## src/dlts_pkg.sv

```systemverilog
// Package for the delta-list task scheduler: sizes, command and status codes,
// payload structs and the control word broadcast to the entry cells.
// No dependencies.
package dlts_pkg;

    localparam int MAX_ENTRIES = 16;
    localparam int IDX_W       = $clog2(MAX_ENTRIES);
    localparam int CNT_W       = $clog2(MAX_ENTRIES + 1);

    // Command codes
    localparam logic [2:0] CMD_TICK     = 3'd0;
    localparam logic [2:0] CMD_ADD      = 3'd1;
    localparam logic [2:0] CMD_DISPATCH = 3'd2;
    localparam logic [2:0] CMD_DELETE   = 3'd3;
    localparam logic [2:0] CMD_CLEAR    = 3'd4;

    // Status codes
    localparam logic [1:0] ST_OK     = 2'd0;
    localparam logic [1:0] ST_FULL   = 2'd1;
    localparam logic [1:0] ST_BADPOS = 2'd2;
    localparam logic [1:0] ST_EMPTY  = 2'd3;

    localparam logic [7:0] RUNS_MAX = 8'hFF;

    typedef struct packed {
        logic [2:0]  command;
        logic [7:0]  task_handle;
        logic [31:0] delay_ticks;
        logic [31:0] period_ticks;
        logic [3:0]  position;
    } t_cmd;

    typedef struct packed {
        logic [1:0] status;
        logic       run_valid;
        logic [7:0] run_handle;
        logic [4:0] slot_index;
        logic [4:0] task_count;
    } t_res;

    // One list entry, held by one cell
    typedef struct packed {
        logic [7:0]  handle;
        logic [31:0] delta;
        logic [31:0] period;
        logic [7:0]  runs;
    } t_entry;

    typedef enum logic [2:0] {
        OP_HOLD,
        OP_TICK,
        OP_INSERT,
        OP_REMOVE,
        OP_CLEAR
    } t_cell_op;

    // Control word seen by every cell in the same cycle
    typedef struct packed {
        t_cell_op         op;
        logic [IDX_W-1:0] pos;
        logic [CNT_W-1:0] count;
        logic [31:0]      rem;
    } t_cell_ctrl;

endpackage

```

## src/dlts_cell.sv

```systemverilog
// One entry cell of the delta-list chain: holds one task entry and takes
// data from its left or right neighbour on insert and remove.
// Depends on dlts_pkg.
module dlts_cell
    import dlts_pkg::*;
(
    input  logic             i_clk,
    input  logic             i_rst_n,
    input  logic [IDX_W-1:0] i_index,
    input  t_cell_ctrl       i_ctrl,
    input  t_entry           i_new,
    input  t_entry           i_left,
    input  t_entry           i_right,
    output t_entry           o_entry
);

    t_entry r_entry;
    t_entry n_entry;

    logic [CNT_W-1:0] w_idx;
    logic [CNT_W-1:0] w_pos;
    logic [32:0]      w_sum;

    assign w_idx = CNT_W'(i_index);
    assign w_pos = CNT_W'(i_ctrl.pos);
    assign w_sum = {1'b0, i_right.delta} + {1'b0, r_entry.delta};

    // Next entry value for the broadcast operation
    always_comb begin
        n_entry = r_entry;
        case (i_ctrl.op)
            OP_TICK: begin
                if (w_idx == '0) begin
                    if (r_entry.delta == '0) begin
                        if (r_entry.runs != RUNS_MAX) begin
                            n_entry.runs = r_entry.runs + 8'd1;
                        end
                    end else begin
                        n_entry.delta = r_entry.delta - 32'd1;
                    end
                end
            end
            OP_INSERT: begin
                if (w_idx > w_pos) begin
                    n_entry = i_left;
                    // successor of the new entry loses the remainder
                    if (w_idx == w_pos + CNT_W'(1) && w_pos < i_ctrl.count) begin
                        n_entry.delta = i_left.delta - i_ctrl.rem;
                    end
                end else if (w_idx == w_pos) begin
                    n_entry       = i_new;
                    n_entry.delta = i_ctrl.rem;
                    n_entry.runs  = '0;
                end
            end
            OP_REMOVE: begin
                if (w_idx >= w_pos) begin
                    n_entry = i_right;
                    // successor keeps its expiry: absorbs the removed delta
                    if (w_idx == w_pos && w_idx + CNT_W'(1) < i_ctrl.count) begin
                        n_entry.delta = w_sum[32] ? '1 : w_sum[31:0];
                    end
                end
            end
            OP_CLEAR: begin
                n_entry = '0;
            end
            default: begin
                n_entry = r_entry;
            end
        endcase
    end

    always_ff @(posedge i_clk) begin
        if (!i_rst_n) begin
            r_entry <= '0;
        end else begin
            r_entry <= n_entry;
        end
    end

    assign o_entry = r_entry;

endmodule

```

## config.mk

```make
export PLATFORM = sky130hd
export DESIGN_NAME = dlts_cell
export DESIGN_NICKNAME = d
export VERILOG_FILES = /design/src/dlts_pkg.sv /design/src/dlts_cell.sv
export SDC_FILE = /design/constraint.sdc
export NUM_CORES = 1
export LEC_CHECK = 0
export BUFFER_PORTS_ARGS = -buffer_cell sky130_fd_sc_hd__buf_4
export CAP_MARGIN = 10
export CORE_ASPECT_RATIO = 0.75
export CORE_MARGIN = 3
export CORE_UTILIZATION = 52
export DETAILED_ROUTE_END_ITERATION = 10
export GPL_TIMING_DRIVEN = 0
export PLACE_DENSITY = 0.85
export SYNTH_ARGS = -nofsm -noshare
export SYNTH_HDL_FRONTEND = slang
export SYNTH_SLANG_ARGS = --single-unit
```

## constraint.sdc

```tcl
create_clock -name i_clk -period 4.1 [get_ports i_clk]
set_clock_uncertainty 0.1 [all_clocks]
set_input_delay 0.615 -clock i_clk [delete_from_list [all_inputs] [get_ports i_clk]]
set_output_delay 0.615 -clock i_clk [all_outputs]
set_load 0.1 [all_outputs]
```

==> results.sh <==
export IMPL_finalSetupViolations=0
export IMPL_slew_viol_final=0
export IMPL_max_cap_viol_count=0
export IMPL_peakVddDrop_v=0.000218
export IMPL_rows=43
export IMPL_cts_tree="built"
export IMPL_rsz0062_at_grt="false"
export IMPL_place_area_sq_um=12700
export IMPL_crit_path_end_kind="register"
export IMPL_fin_cells=2008
export IMPL_synthTopCellsByCount="nand2_1 (209), a21oi_1 (178), o21ai_0 (86)"
export IMPL_yosysWarnings=0
export IMPL_ff2ff_setup_slack_ps=430
export IMPL_layout_min_cycle_time_ps=3670
export IMPL_setup_worst_path_start="o_entry[40]"
export IMPL_min_path_cells=1
export IMPL_grt_pass1_vias=11400
export IMPL_hpwl_um=35000
export IMPL_synthesis_area_sq_um=9930
export IMPL_hold_viol_final=0
export IMPL_synth_most_common_cell="nand2_1"
export IMPL_power_density_nw_per_um2=322
export IMPL_cp_start_kind="register"
export IMPL_crit_end="o_entry[69]"
export IMPL_ys_seq_area_share_pct=16.1
export IMPL_netlist_area_leader_share_pct=16.1
export IMPL_synth_area_top_cells="dfxtp_1 (16%), ha_1 (10%), a21oi_1 (9.0%), nand2_1 (7.9%), o211a_1 (4.6%)"
export IMPL_cts_resized=0
export IMPL_min_from="o_entry[13]"
export IMPL_die_width_um=166
export IMPL_synth_area_per_cell_sq_um=7.02
export IMPL_synth_largest_area_cell="dfxtp_1"
export IMPL_grt_max_degree=16
export IMPL_path_max_fanout=10
export IMPL_reg2reg_to="o_entry[69]"
export IMPL_fin_tns_setup_ps=0
export IMPL_cts_setup_buffers=0
export IMPL_tightestPinTransition_ps=978
export IMPL_core_sq_um=18600
export IMPL_rr_worst_depth=12
export IMPL_clockRootBuffer="clkbuf_16"
export IMPL_pin_count=370
export IMPL_dr_pass1_iters=6
export IMPL_area_delta_synth_final_pct=31.0
export IMPL_antenna_cells=0
export IMPL_wl_per_cell_um=21.6
export IMPL_track_usage_pct=39.3
export IMPL_clk_pin_slew_ps=70
export IMPL_synth_seq_cells=80
export IMPL_critPathArrivalTime_ps=3840
export IMPL_clock_sinks=80
export IMPL_status="complete, no violations"
export IMPL_clockBufferDepth=2
export IMPL_design_area_sq_um=13000
export IMPL_postSynthNetCount=1788
export IMPL_n_fill_cell=1626
export IMPL_crit_required_ps=4260
export IMPL_relSlewSlack_pct=34.3
export IMPL_start_util_pct=53.4
export IMPL_viasPerCell=6.41
export IMPL_die_area_sq_um=20800
export IMPL_fin_nets=2128
export IMPL_vias=12900
export IMPL_cts_hold_buf=0
export IMPL_layout_drive_gt1_share_pct=22.3
export IMPL_routed_wl_um=43300
export IMPL_p_leak_nw=6.34
export IMPL_fmax_mhz=272
export IMPL_io_buffers=329
export IMPL_ys_types=80
export IMPL_async_flop_share_pct=0
export IMPL_largest_reg_flops=80
export IMPL_drt_iter0_markers=1798
export IMPL_crit_type="reg -> reg"
export IMPL_yosys_most_used_dff="dfxtp_1"
export IMPL_fin_crit_sh_pct=89.6
export IMPL_grt_pass1_wl_um=64300
export IMPL_synth_edf_count=0
export IMPL_drc=0
export IMPL_fp_dieH_um=126
export IMPL_finalPower_mw=4.20
export IMPL_ant_nets=0
export IMPL_place_congestion=0.980
export IMPL_antenna_found_initial=0
export IMPL_final_util_pct=69.9
export IMPL_hold_class="reg -> reg"
export IMPL_cts_made_buffers=9
export IMPL_synthCells=1416
export IMPL_r2r_start="o_entry[40]"
export IMPL_post_place_cells=1992
export IMPL_gr_total_overflow=0
export IMPL_htreeDepth=3
export IMPL_clock_latency_ps=360
## routing by layer
| layer | share of wire [%] | track usage [%] | up-vias | wire, um |
|---|---|---|---|---|
| li1 | - | - | 5941 | - |
| met1 | 44 | 58.5 | 5962 | 18900 |
| met2 | 41 | 56.2 | 869 | 17900 |
| met3 | 13 | 10.4 | 92 | 5520 |
| met4 | 2.4 | 9.39 | 0 | 1020 |
| met5 | 0 | 0 | - | 0 |
## cell type report
| class | count | area [sq um] | area share, % |
|---|---|---|---|
| Timing Repair Buffer | 329 | 2470 | 19.0 |
| Multi-Input combinational cell | 1188 | 7690 | 59.1 |
| Inverter | 55 | 206 | 1.59 |
| Tap cell | 247 | 309 | 2.37 |
| Buffer | 93 | 433 | 3.33 |
| Clock buffer | 9 | 225 | 1.73 |
| Sequential cell | 80 | 1600 | 12.3 |
| Clock inverter | 7 | 78.8 | 0.606 |
## cells in the final DEF, fill, tap and decap left out, types with 39 or more instances in the layout
cell type and instances:
a21oi_1 178, nand3_1 39, o21ai_0 86, o211a_1 46, nor2_1 85, dfxtp_1 80
xnor2_1 42, clkbuf_1 73, buf_4 331, nand2_1 209, inv_1 55, ha_1 80
## worst max-delay path, stage by stage, from the launching register on
cell and delay, ps:
dfxtp_1 520, ha_1 270, fa_1 260, a211oi_1 130
o21ai_0 230, nand4_1 160, a21boi_0 630, a221o_1 410
buf_2 320, nor2_1 90, nor4_1 170, o21ai_0 190
o311ai_1 110
## worst min path at each step
stage | to | slack [ps]
2_1_floorplan | o_entry[71] | 690
3_3_place_gp | o_entry[23] | 380
3_5_place_dp | o_entry[26] | 390
4_1_cts | o_entry[26] | 400
5_1_grt | o_entry[19] | 420
6_report | o_entry[13] | 400
## metrics by stage
step | setup slack [ps] | hold slack (ps)
final | 427 | 404
after global routing | 254 | 417
after CTS | 486 | 402
after detailed placement | 183 | 387
after global placement | 235 | 382
after floorplan | 624 | 689
## logic make-up after synthesis
family | after synthesis | share of synthesized area [%]
compound gates | 543 | 36.6
xor+xnor | 76 | 6.70
fa+ha+maj | 82 | 10.5
buf+inv | 148 | 6.44
flops | 80 | 16.1
mux | 9 | 0.907
simple gates | 478 | 22.8
## where the power goes
part           internal [mW]  switching [mW]  total (mW)
combinational          0.806            1.56        2.37
clock                  0.480           0.384       0.865
sequential             0.852           0.110       0.961
total                   2.14            2.06        4.20
(Power assumes the default switching activity.)
